## src/rtl/core/dad_pkg.sv

```systemverilog
`timescale 1ns / 1ps
`default_nettype none

package dad_pkg;

  localparam int DAYS_WIDTH = 20;
  localparam int DAY_W      = 5;
  localparam int MON_W      = 4;
  localparam int YEAR_W     = 14;
  localparam int Y400_W     = 9;
  localparam int REM_W      = (DAYS_WIDTH > 9) ? DAYS_WIDTH : 9;
  localparam int DATE_W     = DAY_W + MON_W + YEAR_W;
  localparam int S_TDATA_W  = ((DATE_W + DAYS_WIDTH + 7) / 8) * 8;
  localparam int M_TDATA_W  = ((DATE_W + 7) / 8) * 8;

  localparam logic [YEAR_W-1:0] YEAR_MAX   = YEAR_W'(9999);
  localparam logic [YEAR_W-1:0] CYCLE_YRS  = YEAR_W'(400);
  localparam logic [Y400_W-1:0] CYCLE_LAST = Y400_W'(399);
  localparam logic [MON_W-1:0]  MON_JAN    = MON_W'(1);
  localparam logic [MON_W-1:0]  MON_FEB    = MON_W'(2);
  localparam logic [MON_W-1:0]  MON_APR    = MON_W'(4);
  localparam logic [MON_W-1:0]  MON_JUN    = MON_W'(6);
  localparam logic [MON_W-1:0]  MON_SEP    = MON_W'(9);
  localparam logic [MON_W-1:0]  MON_NOV    = MON_W'(11);
  localparam logic [MON_W-1:0]  MON_DEC    = MON_W'(12);
  localparam logic [DAY_W-1:0]  DAY_LEAP   = DAY_W'(29);

  typedef struct packed {
    logic [DAY_W-1:0]  day;
    logic [MON_W-1:0]  mon;
    logic [YEAR_W-1:0] year;
    logic [Y400_W-1:0] y400;
    logic [REM_W-1:0]  rem;
  } date_t;

  function automatic logic is_leap(input logic [Y400_W-1:0] y400);
    logic cent;
    cent = (y400 == Y400_W'(100)) || (y400 == Y400_W'(200)) || (y400 == Y400_W'(300));
    return (y400 == '0) || ((y400[1:0] == 2'b00) && !cent);
  endfunction

  function automatic logic [DAY_W-1:0] month_len(input logic [MON_W-1:0] mon,
                                                 input logic leap);
    logic [DAY_W-1:0] len;
    if (mon == MON_FEB) begin
      len = leap ? DAY_W'(29) : DAY_W'(28);
    end else if ((mon == MON_APR) || (mon == MON_JUN) || (mon == MON_SEP) ||
                 (mon == MON_NOV)) begin
      len = DAY_W'(30);
    end else begin
      len = DAY_W'(31);
    end
    return len;
  endfunction

endpackage

`default_nettype wire

```

## src/rtl/core/dad_step.sv

```systemverilog
`timescale 1ns / 1ps
`default_nettype none

module dad_step (
  input  var dad_pkg::date_t cur_i,
  output dad_pkg::date_t     nxt_o,
  output logic               fin_o
);

  logic                          leap_cur;
  logic                          leap_nxt;
  logic [dad_pkg::Y400_W-1:0]    y400_inc;
  logic                          feb29;
  logic [8:0]                    ylen;
  logic [dad_pkg::REM_W-1:0]     ylen_ext;
  logic [dad_pkg::DAY_W-1:0]     mlen;
  logic [dad_pkg::DAY_W-1:0]     left;
  logic [dad_pkg::DAY_W:0]       left_inc;
  logic                          take_year;
  logic                          fits;

  assign leap_cur = dad_pkg::is_leap(cur_i.y400);
  assign y400_inc = (cur_i.y400 == dad_pkg::CYCLE_LAST) ? '0 :
                    cur_i.y400 + dad_pkg::Y400_W'(1);
  assign leap_nxt = dad_pkg::is_leap(y400_inc);
  assign feb29    = (cur_i.mon == dad_pkg::MON_FEB) && (cur_i.day == dad_pkg::DAY_LEAP);
  assign ylen     = 9'd365 + {8'd0, (cur_i.mon <= dad_pkg::MON_FEB) ? leap_cur : leap_nxt};
  assign ylen_ext = dad_pkg::REM_W'(ylen);
  assign mlen     = dad_pkg::month_len(cur_i.mon, leap_cur);
  assign left     = mlen - cur_i.day;
  assign left_inc = {1'b0, left} + 6'd1;

  assign take_year = !feb29 && (cur_i.rem >= ylen_ext);
  assign fits      = cur_i.rem <= dad_pkg::REM_W'(left);

  always_comb begin
    nxt_o = cur_i;
    fin_o = 1'b0;
    if (take_year) begin
      nxt_o.year = cur_i.year + dad_pkg::YEAR_W'(1);
      nxt_o.y400 = y400_inc;
      nxt_o.rem  = cur_i.rem - ylen_ext;
    end else if (fits) begin
      nxt_o.day = cur_i.day + cur_i.rem[dad_pkg::DAY_W-1:0];
      nxt_o.rem = '0;
      fin_o     = 1'b1;
    end else begin
      nxt_o.day = dad_pkg::DAY_W'(1);
      nxt_o.rem = cur_i.rem - dad_pkg::REM_W'(left_inc);
      if (cur_i.mon == dad_pkg::MON_DEC) begin
        nxt_o.mon  = dad_pkg::MON_JAN;
        nxt_o.year = cur_i.year + dad_pkg::YEAR_W'(1);
        nxt_o.y400 = y400_inc;
      end else begin
        nxt_o.mon = cur_i.mon + dad_pkg::MON_W'(1);
      end
    end
  end

endmodule

`default_nettype wire

```

## src/rtl/core/date_add_days.sv

```systemverilog
// Gregorian date adder: one transfer in gives the date add_days days after the
// start date, one transfer out. A start date that does not exist is echoed
// with bad_date set. An item is first registered; its year is then reduced
// modulo 400 by repeated subtraction of 400, the date is checked, and the
// single step unit steps it on by a whole year or to the next month at a
// time until the remaining days fit in the current month. Input is taken
// only while idle; a finished result waits in the output register while the
// next item is worked on.
`timescale 1ns / 1ps
`default_nettype none

module date_add_days (
  input  wire                               clk_i,
  input  wire                               rst_ni,
  input  wire                               s_axis_tvalid_i,
  output logic                              s_axis_tready_o,
  // start_day, start_month, start_year, add_days, zero fill
  input  wire  [dad_pkg::S_TDATA_W-1:0]     s_axis_tdata_i,
  output logic                              m_axis_tvalid_o,
  input  wire                               m_axis_tready_i,
  // end_day, end_month, end_year, zero fill
  output logic [dad_pkg::M_TDATA_W-1:0]     m_axis_tdata_o,
  // bad_date
  output logic                              m_axis_tuser_o
);

  localparam logic [2:0] S_IDLE = 3'd0;
  localparam logic [2:0] S_RED  = 3'd1;
  localparam logic [2:0] S_CHK  = 3'd2;
  localparam logic [2:0] S_STEP = 3'd3;
  localparam logic [2:0] S_DONE = 3'd4;

  localparam int DW = dad_pkg::DAY_W;
  localparam int MW = dad_pkg::MON_W;
  localparam int YW = dad_pkg::YEAR_W;

  logic [2:0]                     state_q, state_d;
  dad_pkg::date_t                 cur_q, cur_d;
  logic [YW-1:0]                  red_q, red_d;
  logic                           bad_q, bad_d;
  logic                           m_valid_q, m_valid_d;
  logic [dad_pkg::M_TDATA_W-1:0]  m_data_q, m_data_d;
  logic                           m_user_q, m_user_d;

  dad_pkg::date_t                 nxt;
  logic                           fin;
  logic                           in_fire;
  logic                           chk_leap;
  logic [DW-1:0]                  chk_len;
  logic                           chk_bad;

  dad_step u_step (
    .cur_i (cur_q),
    .nxt_o (nxt),
    .fin_o (fin)
  );

  assign s_axis_tready_o = (state_q == S_IDLE);
  assign in_fire         = s_axis_tvalid_i && s_axis_tready_o;

  assign chk_leap = dad_pkg::is_leap(red_q[dad_pkg::Y400_W-1:0]);
  assign chk_len  = dad_pkg::month_len(cur_q.mon, chk_leap);
  assign chk_bad  = (cur_q.mon < dad_pkg::MON_JAN) || (cur_q.mon > dad_pkg::MON_DEC) ||
                    (cur_q.year < YW'(1)) || (cur_q.year > dad_pkg::YEAR_MAX) ||
                    (cur_q.day < DW'(1)) || (cur_q.day > chk_len);

  always_comb begin
    state_d   = state_q;
    cur_d     = cur_q;
    red_d     = red_q;
    bad_d     = bad_q;
    m_valid_d = m_valid_q;
    m_data_d  = m_data_q;
    m_user_d  = m_user_q;
    if (m_valid_q && m_axis_tready_i) begin
      m_valid_d = 1'b0;
    end
    unique case (state_q)
      S_IDLE: begin
        if (in_fire) begin
          cur_d.day  = s_axis_tdata_i[DW-1:0];
          cur_d.mon  = s_axis_tdata_i[DW+MW-1:DW];
          cur_d.year = s_axis_tdata_i[DW+MW+YW-1:DW+MW];
          cur_d.y400 = '0;
          cur_d.rem  = dad_pkg::REM_W'(
                         s_axis_tdata_i[dad_pkg::DATE_W+dad_pkg::DAYS_WIDTH-1:dad_pkg::DATE_W]);
          red_d      = s_axis_tdata_i[DW+MW+YW-1:DW+MW];
          state_d    = S_RED;
        end
      end
      S_RED: begin
        if (red_q >= dad_pkg::CYCLE_YRS) begin
          red_d = red_q - dad_pkg::CYCLE_YRS;
        end else begin
          state_d = S_CHK;
        end
      end
      S_CHK: begin
        cur_d.y400 = red_q[dad_pkg::Y400_W-1:0];
        bad_d      = chk_bad;
        state_d    = (chk_bad || (cur_q.rem == '0)) ? S_DONE : S_STEP;
      end
      S_STEP: begin
        cur_d = nxt;
        if (fin) begin
          state_d = S_DONE;
        end
      end
      S_DONE: begin
        if (!m_valid_q || m_axis_tready_i) begin
          m_valid_d = 1'b1;
          m_data_d  = dad_pkg::M_TDATA_W'({cur_q.year, cur_q.mon, cur_q.day});
          m_user_d  = bad_q;
          state_d   = S_IDLE;
        end
      end
      default: begin
        state_d = S_IDLE;
      end
    endcase
  end

  always_ff @(posedge clk_i or negedge rst_ni) begin
    if (!rst_ni) begin
      state_q   <= S_IDLE;
      m_valid_q <= 1'b0;
    end else begin
      state_q   <= state_d;
      m_valid_q <= m_valid_d;
    end
  end

  always_ff @(posedge clk_i) begin
    cur_q    <= cur_d;
    red_q    <= red_d;
    bad_q    <= bad_d;
    m_data_q <= m_data_d;
    m_user_q <= m_user_d;
  end

  assign m_axis_tvalid_o = m_valid_q;
  assign m_axis_tdata_o  = m_data_q;
  assign m_axis_tuser_o  = m_user_q;

endmodule

`default_nettype wire
```

## config.mk

```make
export PLATFORM = sky130hd
export DESIGN_NAME = date_add_days
export DESIGN_NICKNAME = d
export VERILOG_FILES = /design/src/rtl/core/dad_pkg.sv /design/src/rtl/core/dad_step.sv /design/src/rtl/core/date_add_days.sv
export SDC_FILE = /design/constraint.sdc
export NUM_CORES = 1
export LEC_CHECK = 0
export BUFFER_PORTS_ARGS = -buffer_cell sky130_fd_sc_hd__clkbuf_2
export CORE_MARGIN = 3
export CORE_UTILIZATION = 55
export CTS_BUF_LIST = sky130_fd_sc_hd__clkbuf_8
export DETAILED_ROUTE_END_ITERATION = 6
export GPL_TIMING_DRIVEN = 0
export PLACE_DENSITY = 0.79
export SYNTH_ARGS = -nofsm -noshare
export SYNTH_HDL_FRONTEND = slang
export SYNTH_SLANG_ARGS = --single-unit
export TNS_END_PERCENT = 1
```

## constraint.sdc

```tcl
create_clock -name clk_i -period 4.8 [get_ports clk_i]
set_clock_uncertainty 0.05 [all_clocks]
set_input_delay 0.48 -clock clk_i [delete_from_list [all_inputs] [get_ports clk_i]]
set_output_delay 0.48 -clock clk_i [all_outputs]
set_load 0.05 [all_outputs]
```

# ---- Word-level counts from Yosys, hierarchy flattened
# Cells that the tools add are included.
dict set report classes {
  n_addsub 10
  order_cmp 10
  n_eq_ne 30
  n_mux 32
  reduce_logical 50
}
# op n
set op_table {}
lappend op_table {{52-bit two-way mux} 1}
lappend op_table {{23-bit one-hot mux with 2 select lines} 1}
lappend op_table {{43-bit two-way mux} 1}
lappend op_table {{20-bit one-hot mux with 2 select lines} 1}
lappend op_table {{9-bit equality test (second input constant)} 4}
lappend op_table {{14-bit two-way mux} 2}
lappend op_table {{14-bit one-hot mux with 2 select lines} 1}
lappend op_table {{9-bit by 7-bit equality test with 1-bit output (second input constant)} 3}
lappend op_table {{9-bit by 8-bit equality test with 1-bit output (second input constant)} 3}
lappend op_table {{9-bit zero test} 3}
lappend op_table {{27-bit two-way mux} 1}
lappend op_table {{9-bit one-hot mux with 3 select lines} 1}
lappend op_table {{23-bit two-way mux} 1}
lappend op_table {{20-bit by 9-bit >= comparator with 1-bit output} 1}
lappend op_table {{20-bit by 5-bit <= comparator with 1-bit output} 1}
lappend op_table {{20-bit zero test} 1}
lappend op_table {{20-bit two-way mux} 1}
lappend op_table {{20-bit by 6-bit subtractor with 20-bit output} 1}
lappend op_table {{20-bit by 9-bit subtractor with 20-bit output} 1}
lappend op_table {{1-bit logical OR} 19}
lappend op_table {{9-bit two-way mux} 2}
lappend op_table {{4-bit AND reduction} 4}
lappend op_table {{3-bit two-way mux} 5}
lappend op_table {{5-bit two-way mux} 3}
lappend op_table {{38 further kinds} 70}
dict set report word_totals {
  register_bits 95
  inputBits 52
  output_inout_bits 27
  elab_cells 143
}

# ---- Logic depth before layout (Yosys ltp)
# Gate-level depths: netlist of the first run.
dict set report logic_depth {
  word_depth 15
  mapped_depth 19
  ltp_nobuf 17
}

# ---- Hierarchy
# From an unflattened synthesis of the first run, not the netlist that was laid out.
dict set report unflattened {
  cells_unflattened 684
  area_unflattened_um2 6884.1
}
# module n_inst cells_each area_each_um2 seq_area_each_um2
set by_module_without_submodules {}
lappend by_module_without_submodules {date_add_days 1 294 4307.9 2832.7}
lappend by_module_without_submodules {dad_step 1 390 2576.2 0.0}

# ---- Worst setup path after synthesis of the first run
# Ideal clock, no wire load.
dict set report synth_timing {
  path_kind {register -> register}
  start {register cur_q[26] in the netlist's numbering}
  end {register cur_q[29] in the netlist's numbering, enable pin}
  t_arrival_ns 4.134
  slack_ns 0.226
  stages_incl_launch_ff 20
  path_buffers 3
  period_less_slack_ns 4.574
  path_cell_list {edfxtp_1 > clkbuf_1 > or3b_2 > o22ai_1 > a32oi_1 > o21ai_0 > a21o_1 > ha_1 > inv_1 > fa_1 > nor2_1 > xor2_1 > ha_1 > clkbuf_1 > mux2i_1 > a21oi_1 > or2_1 > buf_2 > a211oi_2 > a21oi_1}
}
dict set report synth_between {
  elab_chain_cells 14
  elab_cells_between_ends 33
  classes_between {3 x add/sub; 2 x order compare; 9 x eq/ne; 4 x mux; 15 x reduce/logical}
}
# item line_no
set synth_rtl {}
lappend synth_rtl {{from (decl)} date_add_days.sv:38} ;# dad_pkg::date_t cur_q, cur_d;
lappend synth_rtl {{from (signal assigned)} date_add_days.sv:134} ;# cur_q <= cur_d;
lappend synth_rtl {{9-bit by 1-bit adder with 9-bit output or 9-bit equality test (tied branches)} {dad_step.sv:24, dad_step.sv:23}}
lappend synth_rtl {{9-bit two-way mux} dad_step.sv:23} ;# assign y400_inc = (cur_i.y400 == dad_pkg::CYCLE_LAST) ? '0 :
lappend synth_rtl {{9-bit by 7-bit equality test with 1-bit output or 9-bit by 8-bit equality test with 1-bit output (tied branches)} dad_pkg.sv:38} ;# cent = (y400 == Y400_W'(100)) || (y400 == Y400_W'(200)) || (y400 == Y400_W'(300));
lappend synth_rtl {{1-bit logical OR (2 in series)} dad_pkg.sv:38}
lappend synth_rtl {{1-bit zero test} dad_pkg.sv:39} ;# return (y400 == '0) || ((y400[1:0] == 2'b00) && !cent);
lappend synth_rtl {{1-bit logical AND} dad_pkg.sv:39}
lappend synth_rtl {{1-bit logical OR} dad_pkg.sv:39}
lappend synth_rtl {{1-bit two-way mux} dad_step.sv:27} ;# assign ylen = 9'd365 + {8'd0, (cur_i.mon <= dad_pkg::MON_FEB) ? leap_cur : leap_nxt};
lappend synth_rtl {{9-bit by 1-bit adder with 9-bit output} dad_step.sv:27}
lappend synth_rtl {{20-bit by 9-bit >= comparator with 1-bit output} dad_step.sv:33} ;# assign take_year = !feb29 && (cur_i.rem >= ylen_ext);
lappend synth_rtl {{1-bit logical AND} dad_step.sv:33}
lappend synth_rtl {{3-bit by 2-bit inequality test with 1-bit output (no source line) or 3-bit by 1-bit inequality test with 1-bit output (tied branches)} n/a}
lappend synth_rtl {{4-bit AND reduction (no source line) *} n/a}
# Mark *: on every way between the ends. The rest lies on a longest branch, timed or not.
# A chain may end at the register's enable or synchronous reset.

# ---- Worst setup path in the final report of the first run
dict set report layout_timing {
  start {register cur_q[26] in the netlist's numbering}
  end {register cur_q[31] in the netlist's numbering, enable pin}
}
# The elaborated chain is that of the path after synthesis.

==> results of run 1 <==
-- where the power goes --
group	internal [mW]	switching [mW]	leakage (nW)
clock	0.247	0.318	0.102
combinational	0.964	1.51	1.77
sequential	1.41	0.345	0.916
total	2.62	2.17	2.79
-- through the flow --
stage                      util  setup WS [ns]
after floorplan               -          0.226
after global placement    0.626          -1.06
after detailed placement  0.627          -1.17
after CTS                 0.653         0.0220
after global routing      0.663        -0.0101
final                     0.663          0.210
-- state kept, by name, summed over array words and instances, names as in the netlist --
signal,count
m_axis_tvalid_o,1
m_axis_tuser_o,1
red_q,14
state_q,3
m_axis_tdata_o,23
cur_q,52
bad_q,1
-- cells by family after synthesis --
group / after synthesis / synth area share
mux: 4 / 0.00626
compound gates: 137 / 0.141
buf+inv: 63 / 0.0417
xor+xnor: 60 / 0.0822
fa+ha+maj: 34 / 0.0712
flops: 95 / 0.443
other cells: 1 / 0.000586
simple gates: 270 / 0.214
-- final cells by class --
cell class                      instances  area [um2]  area share
Buffer                                 34         158      0.0215
Clock buffer                            9         124      0.0169
Clock inverter                          6        76.3      0.0104
Inverter                               25        93.8      0.0128
Multi-Input combinational cell        506        3390       0.462
Sequential cell                        95        2830       0.386
Tap cell                              140         175      0.0238
Timing Repair Buffer                   85         493      0.0671
-- critical path: stages, from the launching register on --
cell,delay (ns)
edfxtp_1,0.52
or3b_2,0.47
o22ai_1,0.12
a32oi_1,0.10
o21ai_2,0.24
a21o_1,0.15
ha_1,0.13
inv_1,0.06
fa_1,0.39
nor2_1,0.14
xor2_1,0.25
ha_2,0.36
mux2i_1,0.17
a21oi_1,0.08
or2_1,0.27
buf_2,0.23
a211oi_4,0.38
a21oi_4,0.06
buf_12,0.18
-- what timing repair did --
action	in CTS	in global routing
pin swaps	2	2
hold endpoints to repair	4	0
hold buffers	1	0
buffers inserted	2	9
endpoints found under the setup margin	41	52
resized for setup	12	10
-- routing by layer --
layer	part of all wire	routed length (um)	vias to the layer above	track usage
met1	0.39	6700	2614	0.328
li1	-	-	2593	-
met2	0.52	8840	239	0.460
met4	0.022	369	0	0.117
met3	0.063	1080	33	0.0345
met5	0	0	-	0
-- worst max-delay path by stage --
stage | end | startpoint | depth (start not counted) | slack [ns]
after floorplan | cur_q[29] | cur_q[26] | 19 | 0.23
after global placement | cur_q[38] | cur_q[26] | 19 | -1.06
after CTS | cur_q[31] | cur_q[20] | 18 | 0.02
after detailed placement | cur_q[28] | cur_q[26] | 19 | -1.17
after global routing | cur_q[31] | cur_q[21] | 17 | -0.01
final | cur_q[31] | cur_q[26] | 18 | 0.21
-- layout by cell type, fill, tap and decap left out, types with 3 or more instances in the layout --
cell type / instances
a21o_1: 5
o31ai_1: 5
ha_1: 28
buf_4: 12
edfxtp_1: 91
o21ai_0: 40
o22ai_1: 3
buf_1: 3
nor4b_1: 3
xnor2_1: 26
a31oi_1: 10
nand3b_1: 9
buf_2: 3
or3_1: 5
nor3_1: 18
o211ai_1: 4
dfrtp_1: 4
nor2_1: 52
a211oi_1: 8
nand4_1: 5
clkbuf_1: 23
a21oi_1: 27
o21a_1: 3
and3_1: 7
or2_2: 5
xor2_1: 34
inv_1: 25
nor2b_1: 8
nand2_1: 79
clkbuf_2: 72
fa_1: 4
clkbuf_8: 9
nand3_1: 28
mux2i_1: 4
nor4_1: 16
a221o_1: 4
nand2b_1: 15
==> metrics.txt, run 1 <==
setup slack, reg-to-reg 0.21 ns; Core ar. between 10000 and 15000 um2; Post-synth EDFFs 91; Die Ht 114 um; crit path DAT approximately 4.7 ns; status finished, final reports clean; Pre-antenna DRT Iters 5; layout cells sized above 1 0.182; worst-path maximum fanout 14; Final Cycle Share 0.956; Crit Path Class register to register; Residual DRC 0; vias per cell 6.09; first-pass GRT wire length 26900 um; clock latency on the worst-skew pair 0.39 ns; FF+latch count, synth 95; Total Power 4.79 mW; synth top area cells edfxtp_1 (43%), ha_1 (5.9%), xor2_1 (4.7%); DP HPWL 12400 um; Finish-stage setup viols 0; post-synthesis sequential area ratio 0.443; Hold Slack 0.242 ns; Ports 79; Final nets 842; DR iter-0 viols 463; TritonCTS Buffers 9; WHS Endpoint m_axis_tvalid_o; GRT Util Overall 0.264; hold path start m_axis_tready_i; VDD IR-drop max 0.346 mV; Min-Delay Path Class input port to register; area growth from synthesis to final layout 14.9%; top cell type by total area after synthesis edfxtp_1; Reg-to-Reg End cur_q[31]; endpoint class of the critical path register; synthesized cell area 6390 um2; yosys warns 0; Die Wd approximately 110 um; DRT antenna net count 0; vias in the first global route 5449; pwr dens 652 nW/um2; Async S/R FF share, synth 0.0421; vias 5479; Mapped Nets 750; WL/cell 18.9 um; Final Hold Viols 0; clk slew on worst S/H paths ~0.10 ns; filler instances 904; Die Area 13000 um2; Post-Layout Cell Count 900; relative slew slack 0.378; CP Launch Type register; GRT overflow 0; syn avg cell area between 9 and 10 um2; RR Startpoint cur_q[26]; Unique masters post-synth 65; antenna violations before repair 0; dpl cell area approximately 7000 um2; Port Buffers 72; Total Wirelength 17000 um; clk sinks 95; Least-Margin Pin Slew 0.930 ns; Max Clk Rate 0.218 GHz; WP data required 4.90 ns; design area 7350 um2; Hold Path Stages 2; top-count cell post-synth edfxtp_1; # H-tree levels 3; placer congestion estimate 0.975; CTS root buf clkbuf_8; Synth Flop Type edfxtp_1; Period minus WS final 4.59 ns; R2R cell count 18; Clock Tree Buf Depth 2; Synth top area share 0.427; Max Cap Violations 0; CTS tree yes; row cnt 38; setup TNS 0 ns; final-report max-slew violation count 0; Initial Utilization 0.577; list of most frequent post-synthesis cells edfxtp_1 (91), nand2_1 (79), nor2_1 (53); leakage 2.79 nW; Antenna Cells 0; largest net degree at the start of global routing 21; cells after synthesis 664; Placed Cells 877
No activity file was read; power rests on OpenSTA's default activity.
==> run 2: changes to the inputs <==
--- a/config.mk
+++ b/config.mk
@@ -5,13 +5,15 @@
 export SDC_FILE = /design/constraint.sdc
 export NUM_CORES = 1
 export LEC_CHECK = 0
-export BUFFER_PORTS_ARGS = -buffer_cell sky130_fd_sc_hd__clkbuf_2
+export BUFFER_PORTS_ARGS = -buffer_cell sky130_fd_sc_hd__buf_2
+export CELL_PAD_IN_SITES_DETAIL_PLACEMENT = 2
+export CELL_PAD_IN_SITES_GLOBAL_PLACEMENT = 2
 export CORE_MARGIN = 3
-export CORE_UTILIZATION = 55
+export CORE_UTILIZATION = 35
 export CTS_BUF_LIST = sky130_fd_sc_hd__clkbuf_8
 export DETAILED_ROUTE_END_ITERATION = 6
 export GPL_TIMING_DRIVEN = 0
-export PLACE_DENSITY = 0.79
+export PLACE_DENSITY_LB_ADDON = 0.1
 export SYNTH_ARGS = -nofsm -noshare
 export SYNTH_HDL_FRONTEND = slang
 export SYNTH_SLANG_ARGS = --single-unit
==> metrics.txt, run 2 (same netlist as run 1, synthesis figures left out) <==
Final nets 842; critical-path cell list buf_2 > or3b_2 > o22ai_1 > a32oi_1 > o21ai_2 > a21o_1 > ha_1 > inv_1 > fa_2 > inv_1 > ha_4 > nor2b_1 > o211ai_1 > a21oi_2 > or2_1 > buf_6 > a211oi_4 > buf_4 > nor3_4 > buf_12; final-report max-slew violation count 0; Port Buffers 72; WP data required 4.91 ns; Max Cap Violations 0; RSZ-0062 raised after global routing yes; Die Wd 141 um; TritonCTS Buffers 9; most frequent CP cell inv_1; endpoint class of the critical path register; Total Power 4.91 mW; Finish-stage setup viols 0; DP HPWL 16200 um; CTS tree yes; commonest non-fill, non-tap cells in the layout edfxtp_1 (91), nand2_1 (79), buf_2 (75); vias per cell 5.51; Die Ht 141 um; dpl cell area just over 7000 um2; Ports 79; crit path DAT approximately 4.8 ns; Residual DRC 0; Final Hold Viols 0; Crit path buffers/inverters 6; row cnt 48; NetSw 2.33 mW; Most flops, register cur_q; antenna violations before repair 0; most common cell after layout, fill and taps aside edfxtp_1; Clock Tree Buf Depth 2; relative slew slack 0.330; Placed Cells 963; clock latency on the worst-skew pair 0.40 ns; post-layout util 0.426; Min-Delay Path Class input port to register; Final Cycle Share 0.967; Switching Share 0.474; CP max stage delay 0.57 ns; Pre-antenna DRT Iters 4; WL/cell 21.8 um; Antenna Cells 0; DRT antenna net count 0; vias 5429; Least-Margin Pin Slew 1.00 ns; combinational share of power 0.531; family with the most delay on the worst path compound AO/OA/AOI/OAI gates; placer congestion estimate 0.886; fin worst setup slack 0.159 ns; setup slack, reg-to-reg 0.16 ns; worst-path maximum fanout 10; Post-Layout Cell Count 986; slowest CP cell fa_2; clk sinks 95; # H-tree levels 3; clock share of power 0.106; Die Area 19900 um2; crit path from cur_q[22]; Worst path depth 20; Period minus WS final around 4.6 ns; CP Launch Type register; layout cells sized above 1 0.193; clk slew on worst S/H paths 0.10 ns; leakage about 2.8 nW; Seq pwr share 0.363; design area 7500 um2; Reg-to-Reg End cur_q[23]; CTS root buf clkbuf_8; Initial Utilization 0.363; status finished, final reports clean; P_int 2.58 mW; area growth from synthesis to final layout 17.2%; vias in the first global route 6080; Core ar. 17600 um2; Crit Path Class register to register; RR Startpoint cur_q[22]; Total Wirelength 21500 um; R2R cell count 20; DR iter-0 viols ~270; dpl ws -1.55 ns; largest net degree at the start of global routing 21; end point of the critical path cur_q[23]; GRT Util Overall 0.218; pwr dens 655 nW/um2; VDD IR-drop max 0.222 mV; Max Clk Rate 0.215 GHz; first-pass GRT wire length 33900 um; max FFs per register between 50 and 60; GRT overflow 0
[run 2: changes by cell type in the layout (fill, tap and decap cells not counted), moves of 2 or more]
| cell | previous run | this run |
|---|---|---|
| ha_1 | 28 | 26 |
| buf_2 | 3 | 75 |
| clkbuf_1 | 23 | 21 |
| clkbuf_2 | 72 | 2 |
| clkinv_1 | 0 | 2 |
| clkinv_4 | 2 | 0 |
| ha_4 | 0 | 3 |
[run 2: through the flow]
| step | hold slack (ns) | setup TNS [ns] |
|---|---|---|
| after detailed placement | 0.248 | -39.96 |
| after floorplan | 0.134 | 0 |
| after global routing | 0.275 | -0.597 |
| final | 0.255 | 0 |
| after CTS | 0.245 | 0 |
| after global placement | 0.247 | -35.61 |
[run 2: layout make-up]
cell class,instances,area [um2]
plain buffers,35,171
multi-input cells,506,3460
flip-flops and latches,95,2830
inverters,25,93.8
fillers,1920,10100
clock inverters,7,52.6
well taps,225,282
clock buffers,9,124
repair buffers,84,480
[run 2: worst min-delay path by stage]
stage	from	cells past startpoint	slack [ns]	end
after global placement	rst_ni	1	0.25	m_axis_tvalid_o
final	m_axis_tready_i	2	0.25	m_axis_tvalid_o
after CTS	m_axis_tready_i	2	0.24	m_axis_tvalid_o
after global routing	m_axis_tready_i	2	0.28	m_axis_tvalid_o
after floorplan	rst_ni	0	0.13	m_axis_tvalid_o
after detailed placement	rst_ni	1	0.25	m_axis_tvalid_o
[run 2: layer usage]
metal | GRT usage | routed length, um | part of all wire | up-vias
met3 | 0.0370 | 571 | 0.027 | 20
met2 | 0.412 | 11600 | 0.54 | 80
met5 | 0 | 0 | 0 | -
li1 | - | - | - | 2587
met1 | 0.256 | 9010 | 0.42 | 2742
met4 | 0.0484 | 318 | 0.015 | 0
[run 2: worst register-to-register path, delay by kind of cell, from the launching register on]
kind | cells | cell delay [ns]
buf+inv | 6 | 0.85
compound gates | 7 | 1.28
simple gates | 4 | 0.92
fa+ha+maj | 3 | 0.94
flops | 1 | 0.38
[run 2: repair_timing]
| item | 4_1_cts | 5_1_grt |
|---|---|---|
| gates resized for setup | 22 | 17 |
| setup endpoints to repair | 59 | 49 |
| buffers inserted | 2 | 7 |
| endpoints found under the hold margin | 4 | 0 |
| pin swaps | 2 | 4 |
| hold buffers | 1 | 0 |
[run 2: power by group through the flow]
stage	sequential (mW)	combinational, mW	clock, mW
2_1_floorplan	1.64	1.72	0
3_3_place_gp	1.75	2.30	0
3_5_place_dp	1.78	2.44	0
4_1_cts	1.78	2.53	0.538
5_1_grt	1.83	2.91	0.570
6_report	1.78	2.60	0.522
==> run 3: changes to the inputs <==
==> constraint.sdc (replaced) <==
create_clock -name clk_i -period 4.8 [get_ports clk_i]
set_clock_uncertainty 0.05 [all_clocks]
set_input_delay 0.96 -clock clk_i [delete_from_list [all_inputs] [get_ports clk_i]]
set_output_delay 0.96 -clock clk_i [all_outputs]
set_load 0.05 [all_outputs]
==> metrics.txt, run 3 (same netlist as run 1, synthesis figures left out) <==
status finished, final reports clean; CP max stage delay 0.57 ns; WL/cell 21.9 um; Core ar. ~18000 um2; CP Launch Type register; slowest CP cell fa_2; most common cell after layout, fill and taps aside edfxtp_1; fin worst setup slack 0.159 ns; antenna violations before repair 0; commonest non-fill, non-tap cells in the layout edfxtp_1 (91), nand2_1 (79), buf_2 (75); max FFs per register 52; Placed Cells 963; pwr dens 656 nW/um2; VDD IR-drop max 0.222 mV; RR Startpoint cur_q[22]; Final Hold Viols 0; row cnt 48; Residual DRC 0; WP data required 4.91 ns; vias in the first global route 6078; crit path from cur_q[22]; worst-path maximum fanout 10; Most flops, register cur_q; setup slack, reg-to-reg 0.16 ns; Post-Layout Cell Count 985; clk slew on worst S/H paths roughly 0.10 ns; first-pass GRT wire length 33900 um; Pre-antenna DRT Iters 4; Clock Tree Buf Depth 2; # H-tree levels 3; DR iter-0 viols 286; Ports 79; largest net degree at the start of global routing 21; Reg-to-Reg End cur_q[23]; Final Cycle Share 0.967; leakage 2.77 nW; TritonCTS Buffers 9; Least-Margin Pin Slew 0.996 ns; vias per cell 5.50; Max Clk Rate 0.215 GHz; most frequent CP cell inv_1; crit path DAT ~4.8 ns; Antenna Cells 0; DRT antenna net count 0; Die Ht 141 um; Period minus WS final approximately 4.6 ns; Initial Utilization 0.363; Min-Delay Path Class input port to async pin; Final nets between 800 and 900; relative slew slack 0.334; Die Wd 141 um; clock latency on the worst-skew pair approximately 0.40 ns; dpl ws -1.55 ns; GRT Util Overall 0.218; post-layout util 0.425; RSZ-0062 raised after global routing yes; Total Power around 4.9 mW; DP HPWL 16200 um; layout cells sized above 1 0.193; Die Area 19900 um2; critical-path cell list buf_2 > or3b_2 > o22ai_1 > a32oi_1 > o21ai_2 > a21o_1 > ha_1 > inv_1 > fa_2 > inv_1 > ha_4 > nor2b_1 > o211ai_1 > a21oi_2 > or2_1 > buf_6 > a211oi_4 > buf_4 > nor3_4 > buf_12; vias ~5400; Finish-stage setup viols 0; Port Buffers 72; GRT overflow 0; CTS tree yes; Max Cap Violations 0; placer congestion estimate 0.886; area growth from synthesis to final layout 17.1%; endpoint class of the critical path register; final-report max-slew violation count 0; R2R cell count 20; Total Wirelength between 20000 and 25000 um; hold_buf cts 0; CTS root buf clkbuf_8; clk sinks 95; Crit Path Class register to register
## run 3: routing by layer
| layer | up-vias | GRT usage | wire length (um) |
|---|---|---|---|
| met5 | - | 0 | 0 |
| met4 | 0 | 0.0484 | 320 |
| met2 | 81 | 0.412 | 11600 |
| met1 | 2731 | 0.256 | 8950 |
| met3 | 19 | 0.0370 | 680 |
| li1 | 2583 | - | - |
## run 3: stage by stage
step / setup TNS, ns / area [um2] / hold WS, ns
after floorplan: 0 / 6390 / 0.350
after global placement: -35.61 / 7040 / 0.359
after detailed placement: -39.96 / 7070 / 0.359
after CTS: 0 / 7350 / 0.297
after global routing: -0.597 / 7490 / 0.291
final: 0 / 7490 / 0.315
## run 3: worst max-delay path, delay by kind of cell (launching register included)
kind	cells	cell delay, ns
simple gates	4	0.92
flops	1	0.38
fa+ha+maj	3	0.94
compound gates	7	1.28
buf+inv	6	0.84
## run 3: cell type report
| cell class | count | area (um2) |
|---|---|---|
| multi-input cells | 506 | 3460 |
| well taps | 225 | 282 |
| fillers | 1918 | 10100 |
| plain buffers | 35 | 171 |
| clock buffers | 9 | 124 |
| inverters | 25 | 93.8 |
| repair buffers | 83 | 470 |
| clock inverters | 7 | 52.6 |
| flip-flops and latches | 95 | 2830 |
## run 3: power by group
group	switching (mW)	internal, mW	total, mW
logic	1.63	0.977	2.60
registers	0.374	1.41	1.78
clock network	0.328	0.195	0.522
## run 3: worst max path at each step
stage	end	slack, ns	cells after the start
5_1_grt	cur_q[23]	-0.07	20
4_1_cts	cur_q[23]	0.008	20
2_1_floorplan	cur_q[29]	0.23	19
3_5_place_dp	cur_q[28]	-1.55	19
3_3_place_gp	cur_q[38]	-1.31	19
6_report	cur_q[23]	0.16	20
## run 3: what timing repair did
action | CTS | global route
resized for setup | 22 | 17
setup endpoints to repair | 59 | 49
setup buffers | 2 | 7
pin swaps | 2 | 4
